`src/rtl/core/ptd_pkg.sv`:
```
// ptd_pkg: shared types and constants of the prime test and twin detect block
// depends on nothing; used by the top level and the testbench
`default_nettype none

package ptd_pkg;

  // smallest prime, also the gap of a twin pair
  localparam int unsigned FIRST_PRIME = 2;

  // sequencer states
  typedef enum logic [1:0] {
    S_IDLE,
    S_CHECK,
    S_DIV,
    S_FIN
  } state_t;

endpackage

`default_nettype wire

```
`src/rtl/core/ptd_in_if.sv`:
```
// ptd_in_if: input channel carrying one candidate word
// depends on nothing
`default_nettype none

interface ptd_in_if #(
  parameter int VALUE_BITS = 18
);
  logic                  valid;
  logic                  ready;
  logic [VALUE_BITS-1:0] number;
  logic                  first_of_range;

  modport source (output valid, output number, output first_of_range, input ready);
  modport sink   (input valid, input number, input first_of_range, output ready);
endinterface

`default_nettype wire

```
`src/rtl/core/ptd_out_if.sv`:
```
// ptd_out_if: result channel carrying the prime and twin flags
// depends on nothing
`default_nettype none

interface ptd_out_if #(
  parameter int VALUE_BITS = 18
);
  logic                  valid;
  logic                  ready;
  logic                  is_prime;
  logic                  twin_found;
  logic [VALUE_BITS-1:0] twin_low;

  modport source (output valid, output is_prime, output twin_found, output twin_low,
                  input ready);
  modport sink   (input valid, input is_prime, input twin_found, input twin_low,
                  output ready);
endinterface

`default_nettype wire

```
`src/rtl/core/ptd_rem.sv`:
```
// ptd_rem: shared remainder unit, restoring division one dividend bit per cycle
// depends on nothing; instantiated by prime_test_twin_detect
`default_nettype none

module ptd_rem #(
  parameter int VALUE_BITS = 18,
  parameter int DIV_BITS   = 11
) (
  input  wire logic                  clk,
  input  wire logic                  rst,
  input  wire logic                  start,
  input  wire logic [VALUE_BITS-1:0] dividend,
  input  wire logic [DIV_BITS-1:0]   divisor,
  output logic                       done,
  output logic                       rem_zero
);

  localparam int CW = $clog2(VALUE_BITS + 1);

  logic                  busy;
  logic [CW-1:0]         cnt;
  logic [VALUE_BITS-1:0] sh;
  logic [DIV_BITS-1:0]   dv;
  logic [DIV_BITS-1:0]   r;
  logic [DIV_BITS:0]     trial;
  logic [DIV_BITS:0]     diff;

  // shift in next dividend bit, subtract when it fits
  always_comb begin
    trial = {r, sh[VALUE_BITS-1]};
    diff  = trial - {1'b0, dv};
  end

  // control
  always_ff @(posedge clk) begin
    if (rst) begin
      busy <= 1'b0;
      done <= 1'b0;
      cnt  <= '0;
    end else begin
      done <= 1'b0;
      if (start) begin
        busy <= 1'b1;
        cnt  <= CW'(VALUE_BITS);
      end else if (busy) begin
        cnt <= cnt - CW'(1);
        if (cnt == CW'(1)) begin
          busy <= 1'b0;
          done <= 1'b1;
        end
      end
    end
  end

  // datapath
  always_ff @(posedge clk) begin
    if (start) begin
      sh <= dividend;
      dv <= divisor;
      r  <= '0;
    end else if (busy) begin
      sh <= {sh[VALUE_BITS-2:0], 1'b0};
      if (!diff[DIV_BITS]) begin
        r <= diff[DIV_BITS-1:0];
      end else begin
        r <= trial[DIV_BITS-1:0];
      end
    end
  end

  assign rem_zero = (r == '0);

endmodule

`default_nettype wire

```
`src/rtl/core/prime_test_twin_detect.sv`:
```
// prime_test_twin_detect: trial-division primality test with twin-prime detection
// depends on ptd_pkg, ptd_in_if, ptd_out_if and ptd_rem
//
// usage:
//   in_ch carries one candidate word (number, first_of_range); out_ch returns
//   one word per candidate (is_prime, twin_found, twin_low). first_of_range
//   clears the remembered prime before the candidate is tested.
//   odd divisors d = 3, 5, 7, ... are tried while d*d <= number; the square is
//   kept by a running add, and each n % d runs in the shared remainder unit
//   at one dividend bit per cycle. 0, 1, 2, even numbers and 3..8 are
//   settled without any division; otherwise k divisors are tried, k up to
//   sqrt(number) / 2.
//   in_ch.ready is high only while no candidate is in work; the result sits
//   in an output register, so a new candidate is taken while it waits.
//   if out_ch stalls with a result still held, the next candidate finishes
//   and then waits until the register frees.
//   reset clears the remembered prime, the sequencer and out_ch.valid.
`default_nettype none

module prime_test_twin_detect #(
  parameter int VALUE_BITS = 18
) (
  input wire logic  clk,
  input wire logic  rst,
  ptd_in_if.sink    in_ch,
  ptd_out_if.source out_ch
);

  localparam int DW = (VALUE_BITS + 1) / 2 + 2;
  localparam int SW = 2 * DW;

  ptd_pkg::state_t state, state_next;

  logic [VALUE_BITS-1:0] n;
  logic [VALUE_BITS-1:0] last_prime;
  logic [DW-1:0]         d;
  logic [SW-1:0]         sq;
  logic                  prime;
  logic                  prime_next;

  logic                  rem_start;
  logic                  rem_done;
  logic                  rem_zero;

  logic                  out_valid;
  logic                  out_is_prime;
  logic                  out_twin;
  logic [VALUE_BITS-1:0] out_low;

  logic                  is_small;
  logic                  is_two;
  logic                  root_done;
  logic                  out_free;
  logic                  twin_hit;

  // candidate classification
  always_comb begin
    is_small  = (n < VALUE_BITS'(ptd_pkg::FIRST_PRIME));
    is_two    = (n == VALUE_BITS'(ptd_pkg::FIRST_PRIME));
    root_done = (sq > SW'(n));
    out_free  = !out_valid || out_ch.ready;
    twin_hit  = prime && (last_prime != '0) &&
                ({1'b0, last_prime} + (VALUE_BITS + 1)'(ptd_pkg::FIRST_PRIME) ==
                 {1'b0, n});
  end

  // next state
  always_comb begin
    state_next = state;
    unique case (state)
      ptd_pkg::S_IDLE: begin
        if (in_ch.valid) state_next = ptd_pkg::S_CHECK;
      end
      ptd_pkg::S_CHECK: begin
        if (is_small || is_two || !n[0] || root_done) begin
          state_next = ptd_pkg::S_FIN;
        end else begin
          state_next = ptd_pkg::S_DIV;
        end
      end
      ptd_pkg::S_DIV: begin
        if (rem_done) begin
          state_next = rem_zero ? ptd_pkg::S_FIN : ptd_pkg::S_CHECK;
        end
      end
      ptd_pkg::S_FIN: begin
        if (out_free) state_next = ptd_pkg::S_IDLE;
      end
      default: state_next = ptd_pkg::S_IDLE;
    endcase
  end

  // sequencer outputs
  always_comb begin
    in_ch.ready = 1'b0;
    rem_start   = 1'b0;
    prime_next  = prime;
    unique case (state)
      ptd_pkg::S_IDLE: in_ch.ready = 1'b1;
      ptd_pkg::S_CHECK: begin
        if (is_small) begin
          prime_next = 1'b0;
        end else if (is_two) begin
          prime_next = 1'b1;
        end else if (!n[0]) begin
          prime_next = 1'b0;
        end else if (root_done) begin
          prime_next = 1'b1;
        end else begin
          rem_start = 1'b1;
        end
      end
      ptd_pkg::S_DIV: begin
        if (rem_done && rem_zero) prime_next = 1'b0;
      end
      ptd_pkg::S_FIN: ;
      default: ;
    endcase
  end

  // state and remembered prime
  always_ff @(posedge clk) begin
    if (rst) begin
      state      <= ptd_pkg::S_IDLE;
      last_prime <= '0;
    end else begin
      state <= state_next;
      if (state == ptd_pkg::S_IDLE && in_ch.valid && in_ch.first_of_range) begin
        last_prime <= '0;
      end else if (state == ptd_pkg::S_FIN && out_free && prime) begin
        last_prime <= n;
      end
    end
  end

  // candidate, divisor and running square
  always_ff @(posedge clk) begin
    prime <= prime_next;
    if (state == ptd_pkg::S_IDLE && in_ch.valid) begin
      n  <= in_ch.number;
      d  <= DW'(3);
      sq <= SW'(9);
    end else if (state == ptd_pkg::S_DIV && rem_done && !rem_zero) begin
      // (d + 2)^2 = d^2 + 4d + 4
      d  <= d + DW'(2);
      sq <= sq + SW'({d, 2'b00}) + SW'(4);
    end
  end

  // shared remainder unit
  ptd_rem #(
    .VALUE_BITS (VALUE_BITS),
    .DIV_BITS   (DW)
  ) u_rem (
    .clk      (clk),
    .rst      (rst),
    .start    (rem_start),
    .dividend (n),
    .divisor  (d),
    .done     (rem_done),
    .rem_zero (rem_zero)
  );

  // output register
  always_ff @(posedge clk) begin
    if (rst) begin
      out_valid <= 1'b0;
    end else if (state == ptd_pkg::S_FIN && out_free) begin
      out_valid <= 1'b1;
    end else if (out_ch.ready) begin
      out_valid <= 1'b0;
    end
  end

  always_ff @(posedge clk) begin
    if (state == ptd_pkg::S_FIN && out_free) begin
      out_is_prime <= prime;
      out_twin     <= twin_hit;
      out_low      <= twin_hit ? last_prime : '0;
    end
  end

  assign out_ch.valid      = out_valid;
  assign out_ch.is_prime   = out_is_prime;
  assign out_ch.twin_found = out_twin;
  assign out_ch.twin_low   = out_low;

endmodule

`default_nettype wire

```
`src/flat_wrapper.sv`:
```
// flat-port wrapper written by rule: the top's interface ports become plain ports
module prime_test_twin_detect_flat 
#(
  parameter int VALUE_BITS = 18
)
  (clk, rst, in_ch_valid, in_ch_number, in_ch_first_of_range, in_ch_ready, out_ch_valid, out_ch_is_prime, out_ch_twin_found, out_ch_twin_low, out_ch_ready);
  ptd_in_if #(.VALUE_BITS(VALUE_BITS)) in_ch_i ();
  ptd_out_if #(.VALUE_BITS(VALUE_BITS)) out_ch_i ();
  input wire logic clk;
  input wire logic rst;
  input wire logic [$bits(in_ch_i.valid)-1:0] in_ch_valid;
  input wire logic [$bits(in_ch_i.number)-1:0] in_ch_number;
  input wire logic [$bits(in_ch_i.first_of_range)-1:0] in_ch_first_of_range;
  output wire logic [$bits(in_ch_i.ready)-1:0] in_ch_ready;
  output wire logic [$bits(out_ch_i.valid)-1:0] out_ch_valid;
  output wire logic [$bits(out_ch_i.is_prime)-1:0] out_ch_is_prime;
  output wire logic [$bits(out_ch_i.twin_found)-1:0] out_ch_twin_found;
  output wire logic [$bits(out_ch_i.twin_low)-1:0] out_ch_twin_low;
  input wire logic [$bits(out_ch_i.ready)-1:0] out_ch_ready;
  assign in_ch_i.valid = in_ch_valid;
  assign in_ch_i.number = in_ch_number;
  assign in_ch_i.first_of_range = in_ch_first_of_range;
  assign in_ch_ready = in_ch_i.ready;
  assign out_ch_valid = out_ch_i.valid;
  assign out_ch_is_prime = out_ch_i.is_prime;
  assign out_ch_twin_found = out_ch_i.twin_found;
  assign out_ch_twin_low = out_ch_i.twin_low;
  assign out_ch_i.ready = out_ch_ready;
  prime_test_twin_detect #(.VALUE_BITS(VALUE_BITS)) u_core (.clk(clk), .rst(rst), .in_ch(in_ch_i), .out_ch(out_ch_i));
endmodule
```
`config.mk`:
```
export PLATFORM = sky130hd
export DESIGN_NAME = prime_test_twin_detect_flat
export DESIGN_NICKNAME = d
export VERILOG_FILES = /design/src/rtl/core/ptd_pkg.sv /design/src/rtl/core/ptd_in_if.sv /design/src/rtl/core/ptd_out_if.sv /design/src/rtl/core/ptd_rem.sv /design/src/rtl/core/prime_test_twin_detect.sv /design/src/flat_wrapper.sv
export SDC_FILE = /design/constraint.sdc
export NUM_CORES = 1
export LEC_CHECK = 0
export ABC_AREA = 1
export BUFFER_PORTS_ARGS = -buffer_cell sky130_fd_sc_hd__buf_2
export CAP_MARGIN = 20
export CORE_ASPECT_RATIO = 1.4
export CORE_MARGIN = 5
export CORE_UTILIZATION = 45
export DETAILED_ROUTE_END_ITERATION = 8
export PLACE_DENSITY_LB_ADDON = 0.1
export SLEW_MARGIN = 20
export SYNTH_ARGS = -nofsm -noshare
export SYNTH_HDL_FRONTEND = slang
export SYNTH_HIERARCHICAL = 1
export SYNTH_SLANG_ARGS = --single-unit
```
`constraint.sdc`:
```
create_clock -name clk -period 2.9 [get_ports clk]
set_input_delay 0.435 -clock clk [delete_from_list [all_inputs] [get_ports clk]]
set_output_delay 0.435 -clock clk [all_outputs]
set_load 0.02 [all_outputs]
```
======== After elaboration in Yosys (flattened, before gate mapping) ========
Cells that the tools add are included.
operators by class
  $add $sub $neg .......................... 6
  order comparisons ....................... 2
  eq/ne operators ......................... 11
  muxes and demuxes ....................... 29
  bitwise gates (word level) .............. 1
  reduce and logical (&&, ||, !) cells .... 27
operator list
  kind                     count
  $mux W18                 2
  $add A22 B13 Y22         1
  $add A22 B3 Y22 const B  1
  $gt A22 B18 Y1           1
  $add A18 B2 Y19 const B  1
  $eq A19 B18 Y1           1
  $eq A18 B2 Y1 const B    1
  $lt A18 B2 Y1 const B    1
  $mux W1                  18
  $reduce_bool A18 Y1      1
  $sub A12 B11 Y12         1
  $add A11 B2 Y11 const B  1
  $logic_not A11 Y1        1
  $mux W11                 1
  $mux W5                  2
  $logic_and A1 B1 Y1      9
  $mux W2                  4
  $pmux W2 S4              1
  $reduce_and A3 Y1        2
  $reduce_bool A2 Y1       3
  $eq A5 B1 Y1 const B     1
  $ne A5 B5 Y1 const B     1
  $sub A5 B1 Y5 const B    1
  $eq A2 B2 Y1 const B     2
  other kinds (10)         18
storage, ports and cells
  bits in registers ....................... 140
  input port bits ......................... 23
  output and inout port bits .............. 22
  logic and storage cells ................. 93

======== Longest topological paths before layout ========
Gate-level depths: netlist of the first run.
  word-level depth ........................ 7
  gate-level depth with buffers ........... 15

======== Modules after synthesis ========
The synthesis of the first run kept the hierarchy.
by module, submodules not included
  module                  times used  cells each  area each (µm²)  seq. area each (µm²)
  prime_test_twin_detect  1           642         5165.0           2172.1
  ptd_rem                 1           347         2761.4           1231.2

======== Least setup slack after synthesis of the first run ========
OpenSTA, ideal clock, no wires.
  kind .................................... reg2reg
  from .................................... register u_core.n[11]
  to ...................................... register u_core.u_rem.sh[10] (data pin)
  setup time .............................. 0.253 ns
  arrival ................................. 2.757 ns
  setup slack ............................. -0.110 ns
  stages on the path, launching flop included .. 16
  period minus slack after synthesis ...... 3.010 ns
  path through ............................ edfxtp_1 > inv_1 > ha_1 > a21oi_1 > nor2_1 > nor3_1 > nand2_1 > nand2_1 > nand3_1 > o31ai_1 > nand2_1 > nor2_1 > clkinv_1 > clkbuf_1 > nand2_1 > nand2_1
on the way
  longest elaborated chain between the ends .. 7
  elaborated cells between the ends (all ways) .. 9
  those cells by class .................... order compare (2); eq/ne (1); mux (6)
ends and longest elaborated chain
  what                    RTL line                       text
  from (decl)             prime_test_twin_detect.sv:34   logic [VALUE_BITS-1:0] n;
  from (signal assigned)  prime_test_twin_detect.sv:140  n <= in_ch.number;
  $gt A22 B18 Y1          prime_test_twin_detect.sv:60   root_done = (sq > SW'(n));
  $mux W1                 prime_test_twin_detect.sv:107  end else if (root_done) begin
  $mux W1                 prime_test_twin_detect.sv:105  end else if (!n[0]) begin
  $mux W1                 prime_test_twin_detect.sv:103  end else if (is_two) begin
  $mux W1 (*)             prime_test_twin_detect.sv:101  if (is_small) begin
  $mux W1 (*)             prime_test_twin_detect.sv:98   unique case (state)
  net u_core.rem_start    prime_test_twin_detect.sv:41   logic rem_start;
  $mux W18 (*)            ptd_rem.sv:57                  if (start) begin
  to (signal assigned)    ptd_rem.sv:58                  sh <= dividend;
  to (signal assigned)    ptd_rem.sv:62                  sh <= {sh[VALUE_BITS-2:0], 1'b0};
  to (decl)               ptd_rem.sv:22                  logic [VALUE_BITS-1:0] sh;
Mark *: on every way through the listed nets, which the timed path passes. The rest lies on a longest branch.
A chain may end at the register's enable or synchronous reset.

======== Worst setup path in the final report of the first run ========
  from .................................... register u_core.n[10]
  to ...................................... register u_core.u_rem.sh[7] (data pin)
Same word-level chain as after synthesis.

==> results of run 1 <==
==> cells by family (layout without fill, tap and decap cells) <==
kind of cell	Yosys count	count (layout)	synth area share
buffers and inverters	172	257	0.0886
and+or+nand+nor	508	508	0.295
AOI/OAI and AO/OA	89	89	0.0680
other	1	1	0.000473
adders and majority gates	52	52	0.0840
DFF	136	136	0.429
xor gates and xnor gates	31	31	0.0343
==> state kept, by name (all words and copies together) (netlist names), 2 cells and up <==
signal / cells
u_core/u_rem/r: 11
u_core/u_rem/dv: 11
u_core/sq: 19
u_core/d: 10
u_core/out_ch.twin_low: 18
u_core/n: 18
u_core/u_rem/cnt: 5
u_core/u_rem/sh: 18
u_core/state: 2
u_core/last_prime: 18
==> timing repair <==
item / CTS / global route
resized for setup: 0 / 1
hold endpoints to repair: 0 / 0
endpoints found under the setup margin: 0 / 19
==> per-stage QoR <==
stage	instances	setup slack [ns]	total power, mW	hold slack [ns]	util
2_1_floorplan	989	0.188	3.64	0.442	-
3_3_place_gp	1278	0.161	4.00	0.462	0.492
3_5_place_dp	1278	0.114	4.01	0.470	0.492
4_1_cts	1310	0.0926	6.17	0.169	0.526
5_1_grt	1310	0.00986	6.48	0.166	0.526
6_report	1310	0.241	6.12	0.191	0.526
==> cell type report <==
| cell class | instances | area [µm²] | area share |
|---|---|---|---|
| clock buffers | 18 | 439 | 0.0482 |
| clock inverters | 14 | 144 | 0.0158 |
| inverters | 154 | 582 | 0.0638 |
| multi-input cells | 681 | 3830 | 0.420 |
| flip-flops and latches | 136 | 3400 | 0.373 |
| well taps | 236 | 295 | 0.0324 |
| repair buffers | 71 | 423 | 0.0464 |
==> cell usage in the layout, fill, tap and decap left out, types with 2 or more instances in the layout <==
cell | synthesis | layout
sky130_fd_sc_hd__a211oi_1 | 19 | 19
sky130_fd_sc_hd__a21o_1 | 4 | 4
sky130_fd_sc_hd__a21oi_1 | 31 | 31
sky130_fd_sc_hd__a31oi_1 | 3 | 3
sky130_fd_sc_hd__buf_2 | 1 | 44
sky130_fd_sc_hd__buf_4 | 0 | 27
sky130_fd_sc_hd__bufinv_16 | 0 | 2
sky130_fd_sc_hd__clkbuf_16 | 0 | 17
sky130_fd_sc_hd__clkinv_1 | 2 | 3
sky130_fd_sc_hd__clkinv_2 | 0 | 4
sky130_fd_sc_hd__clkinv_4 | 0 | 2
sky130_fd_sc_hd__clkinvlp_4 | 0 | 2
sky130_fd_sc_hd__dfxtp_1 | 68 | 68
sky130_fd_sc_hd__edfxtp_1 | 68 | 68
sky130_fd_sc_hd__fa_1 | 2 | 2
sky130_fd_sc_hd__ha_1 | 50 | 50
sky130_fd_sc_hd__inv_1 | 145 | 144
sky130_fd_sc_hd__inv_2 | 7 | 7
sky130_fd_sc_hd__inv_6 | 0 | 4
sky130_fd_sc_hd__nand2_1 | 235 | 235
sky130_fd_sc_hd__nand2_2 | 20 | 20
sky130_fd_sc_hd__nand3_1 | 64 | 64
sky130_fd_sc_hd__nand3_2 | 12 | 12
sky130_fd_sc_hd__nand3_4 | 2 | 2
sky130_fd_sc_hd__nand4_1 | 13 | 13
sky130_fd_sc_hd__nor2_1 | 122 | 120
sky130_fd_sc_hd__nor2_2 | 5 | 7
sky130_fd_sc_hd__nor2_4 | 12 | 12
sky130_fd_sc_hd__nor3_1 | 9 | 9
sky130_fd_sc_hd__nor3b_1 | 3 | 3
sky130_fd_sc_hd__nor4_1 | 5 | 5
sky130_fd_sc_hd__o211ai_1 | 3 | 3
sky130_fd_sc_hd__o21ai_0 | 22 | 22
sky130_fd_sc_hd__xnor2_1 | 12 | 12
sky130_fd_sc_hd__xor2_1 | 19 | 19
==> per-layer routing <==
layer  vias up  global-route usage
li1       3356                   -
met1      2913               0.235
met2        91               0.327
met3        22              0.0302
met4         0              0.0697
met5         -                   0
==> power groups by stage <==
stage                     clock network, mW  registers, mW  logic (mW)
final                                  2.15           2.37        1.60
after global routing                   2.29           2.40        1.80
after CTS                              2.19           2.37        1.60
after detailed placement                  0           2.41        1.59
after global placement                    0           2.41        1.59
after floorplan                           0           2.41        1.22
==> worst max path at each step <==
| stage | start | endpoint | slack (ns) | cells past startpoint |
|---|---|---|---|---|
| after floorplan | u_core/n[11] | u_core/u_rem/sh[10] | 0.19 | 15 |
| after global placement | u_core/n[10] | u_core/u_rem/sh[0] | 0.16 | 10 |
| after detailed placement | u_core/n[10] | u_core/u_rem/sh[0] | 0.11 | 10 |
| after CTS | u_core/n[10] | u_core/u_rem/sh[16] | 0.09 | 10 |
| after global routing | u_core/n[10] | u_core/u_rem/sh[16] | 0.01 | 12 |
| final | u_core/n[10] | u_core/u_rem/sh[7] | 0.24 | 12 |
==> results.md, run 1 <==
Floorplan:
- Pin placement for this block handled 45 I/O pins.
- The cell row count is between 50 and 60.
- The floorplan step defined a die boundary enclosing slightly above 20000 µm².
- The die is 167 µm tall.
- The die is 122 µm wide.
- For this configuration, the core starts out at a cell density of 0.457.
- The core region is ~17000 µm².

Synthesis:
- The average cell area after synthesis is 8.01 µm².
- The mapped netlist covers about 8000 µm².
- The post-synthesis cell count is about 1000.
- The net count after synthesis is 1064.
- The share of the yosys chip area belonging to registers is 0.429.
- The count of cell types in the netlist is between 40 and 50.
- The synthesized design contains about 140 register bits.
- The biggest area consumer among synthesized cells is sky130_fd_sc_hd__edfxtp_1.
- Counting flops with an async set or reset pin after synthesis yields a share of 0.
- By area the synthesized netlist is led by sky130_fd_sc_hd__edfxtp_1, sky130_fd_sc_hd__dfxtp_1, sky130_fd_sc_hd__nand2_1.
- Of the post-synthesis cell area, the dominant cell type holds 0.258.
- The synthesized design contains slightly below 70 enable-type register cells.
- By instance count, the leading cell after synthesis is sky130_fd_sc_hd__nand2_1.
- Sorting the synthesized cells by how often they occur yields sky130_fd_sc_hd__nand2_1, sky130_fd_sc_hd__inv_1, sky130_fd_sc_hd__nor2_1.
- The flip-flop cell with the highest count after synthesis is sky130_fd_sc_hd__edfxtp_1.
- The count of synthesis-stage warnings from yosys is 6.

Routing:
- Routed signal wires occupy layers up through met4.
- In the routed design, unresolved DRC markers number 0.
- The remaining number of nets flagged by the antenna check after routing is 0.
- The met3 wirelength from detailed routing is 471 µm.
- The first-pass iteration count of the detailed router is 5.
- The number of DRC violations after detailed-routing iteration 0 is between 300 and 400.
- The detailed-routed wire length on met2 is between 9 and 10 mm.
- Dividing the detail-routed wire length by the instance count gives approximately 14 µm.
- For this block, wires on met1 add up to 8.33 mm.
- The routed wire length is around 18 mm.
- Dividing the detail-routed via count by the number of cells gives a little under 5.
- The total number of vias is roughly 6400.

Global routing:
- The first global-routing pass estimated 30.4 mm of wire.
- After global routing the overflow that remains totals 0.
- The number of antenna violations at the first check in global routing is 0.
- The via count of the first global-routing pass is 6229.
- Entering global routing, the biggest net connects 37 pins.
- Across every metal layer, demand over resource in global routing totals 0.189.

Setup path:
- The family of cells with the greatest summed delay on the critical path is simple AND/OR/NAND/NOR gates.
- The maximum fanout along the worst path is 16.
- In this run the register-to-register setup slack is between 0.2 and 0.25 ns.
- The largest single stage delay on the critical path is roughly 0.44 ns.
- Data on the critical path is required at its endpoint by ~3 ns.
- Traced cell by cell, the critical path runs through inv_1, ha_1, nand2_1, nor2_1, nand2_1, o31ai_1, nand2_1, nor2_2, clkinv_1, buf_4, nand2_1, nand2_1.
- The cell type of the slowest stage on the worst timing path is sky130_fd_sc_hd__o31ai_1.
- For the worst flop-to-flop path, the logic depth is 12.
- The critical path data arrival time is between 2 and 3 ns.
- The most prevalent standard cell on the critical path is sky130_fd_sc_hd__nand2_1.
- In this run the critical register-to-register path is launched from u_core/n[10].
- The number of buffer and inverter stages on the critical path is 3.
- The nature of the critical path endpoint is a flip-flop.
- The critical path is of the reg -> reg type.
- The startpoint kind of the worst setup timing path is a flip-flop.
- The worst register-to-register path ends at u_core/u_rem/sh[7].

Timing:
- The number of pins with negative max-slew slack in the final report is 0.
- Setup repair after global routing left no endpoint under its margin.
- The clock skew is roughly 0.010 ns.
- For the finished layout, the period the worst path requires is about 2.7 ns.
- At the pin with the least slew margin, the transition time is approximately 0.53 ns.
- The normalized max-slew margin is 0.646.
- The number of hold-slack violations in the final timing report came to 0.
- The final worst-path cycle share is 0.917.
- The final count of negative-setup-slack endpoints is 0.
- The maximum clock frequency is about 380 MHz.
- The post-route setup TNS is 0 ns.

Clock tree:
- The clock insertion delay at the later pin of the skew report is 0.42 ns.
- The hold buffer count at CTS is 0.
- The total number of H-tree levels is 4.
- The setup fix buffers added after clock tree synthesis is 0.
- The cell sitting at the root of the clock tree is a sky130_fd_sc_hd__clkbuf_16.
- The clock transition at the registers of the reported paths is roughly 0.06 ns.
- The number of clock sinks is between 100 and 150.
- TritonCTS built the clock tree.
- The number of CTS-inserted buffers is 17.
- The longest clock path from root to sink contains 2 buffers.

Flow run:
- The number of max-cap violations is 0.

Power:
- The register share of total power is 0.388.
- The peak supply drop is 0.000353 V.
- The combinational share of power is 0.261.
- The switching power total is 2.03 mW.
- The leakage component of the power is about 4.3 nW.
- Cell internal power was estimated by the tool at just over 4 mW.
- Of the total power, the share spent switching nets is 0.331.
- The clock group share of total power is 0.351.
- In this run the power density over the cells is between 600 and 700 nW/µm².

Layout:
- In the final layout, the share of cells above drive strength 1 is 0.156.
- The finished cells cover around 9100 µm².
- 0 antenna diodes ended up in the layout.
- The number of fillers in the final layout is 1687.
- The signed area change from the synthesized netlist to the final layout is 15.0%.
- The net count reported at finish is between 1000 and 1500.

Worst hold path:
- Counting instances, the worst hold path has a depth of 1.
- The endpoint of the worst hold path is u_core/n[15].
- The class of the tightest hold or removal check is in -> reg.
- The worst hold path startpoint is in_ch_number[15].

Outcome:
- The flow ran to the end, and the final reports show no timing, DRC or antenna violations.

Placed design:
- In this run the cell area measured after placement is roughly 8500 µm².
- The detailed-placement wirelength estimate is about 14 mm.
- The final RePlAce weighted congestion is between 0.8 and 0.9.
- In this run the tool buffered the top-level ports with 44 buffer cells.
No activity file was read; power rests on OpenSTA's default activity.
==> inputs of run 2 (changes only) <==
==> constraint.sdc (replaced) <==
create_clock -name clk -period 2.9 [get_ports clk]
set_input_delay 0 -clock clk [delete_from_list [all_inputs] [get_ports clk]]
set_output_delay 0 -clock clk [all_outputs]
set_load 0.02 [all_outputs]
==> run 2 against run 1 <==
Net effect:
- combinational power barely moved
- critical path type unchanged
- global-route usage rose by 0.55 points
- critical endpoint is now u_core/u_rem/sh[15]
- highest routed layer unchanged
- sequential power is essentially flat
- critical path depth is 1 lower
- final cell count is 1.5% higher
==> results.md, run 2 (synthesis gave the netlist of run 1 again) <==
Global routing:
- The largest net degree at the start of global routing is 37 (unchanged).
- The via count of the first global-routing pass was 6403 (was 6229).
- The number of antenna violations at the first check in global routing was 0 (unchanged).
- The first-pass GRT wire length was 31.3 mm (was 30.4 mm).
- The aggregate global routing overflow is 0 (unchanged).
- The all-layer global routing usage is 0.194 (was 0.189).

Timing:
- The number of pins with negative max-slew slack in the final report is 0 (unchanged).
- The worst slack on hold paths is 0.0256 ns (was 0.191 ns).
- The final worst-path cycle share is 0.900 (was 0.917).
- The post-route setup TNS is 0 ns (unchanged).
- The number of hold-slack violations in the final timing report is 0 (unchanged).
- The clock skew is 0.00772 ns (was 0.0101 ns).
- The maximum clock frequency is 383 MHz (was 376 MHz).
- The measured slew at the worst slew-check pin is 0.521 ns (was 0.531 ns).
- The final count of negative-setup-slack endpoints came to 0 (unchanged).
- Setup repair after global routing missed its margin: false (unchanged).
- The normalized max-slew margin was 0.653 (was 0.646).
- The smallest setup slack after layout is 0.290 ns (was 0.241 ns).
- The post-route minimum period is 2.61 ns (was 2.66 ns).

Routing:
- The met3 wirelength from detailed routing is 584 µm (was 471 µm).
- The routed wire length came to 18.6 mm (was 18.4 mm).
- The vias per cell was 4.80 (was 4.87).
- The remaining number of nets flagged by the antenna check after routing is 0 (unchanged).
- The detailed-routed wire length on met2 is 9.33 mm (was 9.30 mm).
- The final routed DRC violation total is 0 (unchanged).
- The wire length the detailed router placed on met1 is 8.37 mm (was 8.33 mm).
- The number of DRC violations after detailed-routing iteration 0 is 330 (was 307).
- The highest metal layer with signal wires is met4 (unchanged).
- The total number of vias came to 6383 (was 6382).
- The first-pass iteration count of the detailed router came to 4 (was 5).
- The per-cell routed wire length came to 14.0 µm (was 14.1 µm).

Clock tree:
- The root buffer selected by CTS is sky130_fd_sc_hd__clkbuf_16 (unchanged).
- The number of clock sinks is 136 (unchanged).
- The clock insertion delay at the later pin of the skew report is 0.42 ns (about the same).
- The number of CTS-inserted buffers came to 17 (unchanged).
- The worst-case clock buffer depth came to 2 (unchanged).
- The CTS tree is done (unchanged).
- The setup fix buffers added after clock tree synthesis is 0 (unchanged).
- The clock transition at the registers of the reported paths was 0.06 ns (about the same).
- The total number of H-tree levels came to 4 (unchanged).

Layout:
- The signed area change from the synthesized netlist to the final layout is 17.6% (was 15.0%).
- The net count reported at finish is 1156 (was 1136).
- The utilization after layout was 0.538 (was 0.526).
- The leading cell type in the layout, fill and taps excluded is sky130_fd_sc_hd__nand2_1 (unchanged).
- The final standard cell count with taps included and fillers excluded is 1330 (was 1310).
- The number of flip-flops under the largest register name is 19 (unchanged).
- The antenna diode count came to 0 (unchanged).
- The largest register by flop count is u_core/sq (unchanged).
- The post-route cell area is 9330 µm² (was 9110 µm²).
- Highest-count cells in the layout ignoring fill and taps: sky130_fd_sc_hd__nand2_1, sky130_fd_sc_hd__inv_1, sky130_fd_sc_hd__nor2_1, sky130_fd_sc_hd__dfxtp_1, sky130_fd_sc_hd__edfxtp_1 (unchanged).
- The share of layout cells above drive strength 1 is 0.152 (was 0.156).

Setup path:
- The biggest cell delay along the critical path is 0.43 ns (was 0.44 ns).
- The endpoint of the lowest-slack register-to-register path is u_core/u_rem/sh[15] (was u_core/u_rem/sh[7]).
- The required time at the endpoint of the critical path is 2.94 ns (was 3.07 ns).
- The startpoint of the lowest-slack register-to-register path is u_core/n[4] (was u_core/n[10]).
- The cell type of the slowest stage on the worst timing path is sky130_fd_sc_hd__edfxtp_1 (was sky130_fd_sc_hd__o31ai_1).
- The family of cells with the greatest summed delay on the critical path was simple AND/OR/NAND/NOR gates (unchanged).
- The startpoint kind of the worst setup timing path is a flip-flop (unchanged).
- The number of cells on the worst reg-to-reg path came to 11 (was 12).
- Cells along the critical path: inv_1, ha_1, nand4_1, nand3_1, nand3b_1, nand3_1, o31ai_1, nand2_1, nor2_2, nor2_1, clkinvlp_4 (was inv_1, ha_1, nand2_1, nor2_1, nand2_1, o31ai_1, nand2_1, nor2_2, clkinv_1, buf_4, nand2_1, nand2_1).
- The critical path data arrival time is 2.65 ns (was 2.83 ns).
- The nature of the critical path endpoint is a flip-flop (unchanged).
- The maximum fanout along the worst path came to 19 (was 16).
- The start point of the critical path is u_core/n[4] (was u_core/n[10]).
- The kind of critical path is reg -> reg (unchanged).
- The most prevalent standard cell on the critical path is sky130_fd_sc_hd__nand3_1 (was sky130_fd_sc_hd__nand2_1).
- The slack of the worst reg-to-reg path is 0.29 ns (was 0.24 ns).
- The number of buffer and inverter stages on the critical path is 2 (was 3).

Floorplan:
- The cell row count was 57 (unchanged).
- The width of the die came to 122 µm (unchanged).
- The height of the die came to 167 µm (unchanged).
- The top-level port count is 45 (unchanged).
- The effective utilization at floorplan is 0.457 (unchanged).
- The area inside the core boundary is 17300 µm² (unchanged).
- The full die area came to 20400 µm² (unchanged).

Power:
- The cell internal power dissipation is 4.15 mW (was 4.09 mW).
- The power density relative to cell area came to 659 nW/µm² (was 671 nW/µm²).
- The leakage component of the power was 4.35 nW (was 4.27 nW).
- The final total power was 6.15 mW (was 6.12 mW).
- The clock group share of total power is 0.352 (was 0.351).
- The switching power total is 2.00 mW (was 2.03 mW).
- The combinational share of power is 0.262 (was 0.261).
- The register share of total power is 0.386 (was 0.388).
- The switching share of total power came to 0.325 (was 0.331).
- The peak supply drop is 0.000339 V (was 0.000353 V).

Placed design:
- The count of input and output buffers is 44 (unchanged).
- The final RePlAce weighted congestion is 0.862 (was 0.864).
- The number of instances in the placed design is 1278 (unchanged).
- The detailed-placement wirelength estimate is 14.1 mm (about the same).
- The cell area reported after detailed placement is 8530 µm² (unchanged).
- The worst setup timing slack at the placement stage is 0.107 ns (was 0.114 ns).

Flow run:
- The number of max-cap violations came to 0 (unchanged).

Worst hold path:
- The hold-critical path depth is 4 (was 1).
- The worst hold path startpoint is in_ch_valid (was in_ch_number[15]).
- The endpoint of the worst hold path was u_core/state[0] (was u_core/n[15]).
- The class of the tightest hold or removal check is in -> reg (unchanged).

Outcome:
- Result of the run: finished clean (unchanged).
==> run 2: power groups by stage <==
stage | sequential [mW] | combinational (mW) | clock (mW)
finish | 2.37 | 1.61 | 2.16
detailed placement | 2.42 | 1.60 | 0
floorplan | 2.41 | 1.22 | 0
CTS | 2.38 | 1.63 | 2.21
global route | 2.40 | 1.83 | 2.31
global placement | 2.41 | 1.59 | 0
==> run 2: timing repair <==
action                                 4_1_cts  5_1_grt
setup endpoints to repair                    0       19
endpoints found under the hold margin       24        0
resized for setup                            0        1
hold buffers                                20        0
==> run 2: layer usage <==
layer  track usage  vias up
met5             0        -
met4        0.0624        0
met3        0.0360       19
met2         0.339       88
met1         0.240     2881
li1              -     3395
==> run 2: worst max-delay path by stage <==
stage	end	slack [ns]	depth (start not counted)
detailed placement	u_core/u_rem/sh[0]	0.11	10
global route	u_core/u_rem/sh[15]	0.08	12
floorplan	u_core/u_rem/sh[10]	0.19	15
finish	u_core/u_rem/sh[15]	0.29	11
CTS	u_core/u_rem/sh[15]	0.08	10
global placement	u_core/u_rem/sh[0]	0.16	10
==> run 2: worst register-to-register path, cell delays in order, from the launching register on <==
cell and delay (ns):
sky130_fd_sc_hd__edfxtp_1 0.43, sky130_fd_sc_hd__inv_1 0.10, sky130_fd_sc_hd__ha_1 0.32, sky130_fd_sc_hd__nand4_1 0.16
sky130_fd_sc_hd__nand3_1 0.13, sky130_fd_sc_hd__nand3b_1 0.08, sky130_fd_sc_hd__nand3_1 0.11, sky130_fd_sc_hd__o31ai_1 0.12
sky130_fd_sc_hd__nand2_1 0.10, sky130_fd_sc_hd__nor2_2 0.06, sky130_fd_sc_hd__nor2_1 0.21, sky130_fd_sc_hd__clkinvlp_4 0.42
==> run 2: area by class of cell <==
type,count,area (µm²)
inverter,154,582
clock inverter,7,78.8
timing repair buffer,91,623
multi-input combinational,681,3830
fill,1643,8010
tap,236,295
clock buffer,25,517
sequential,136,3400
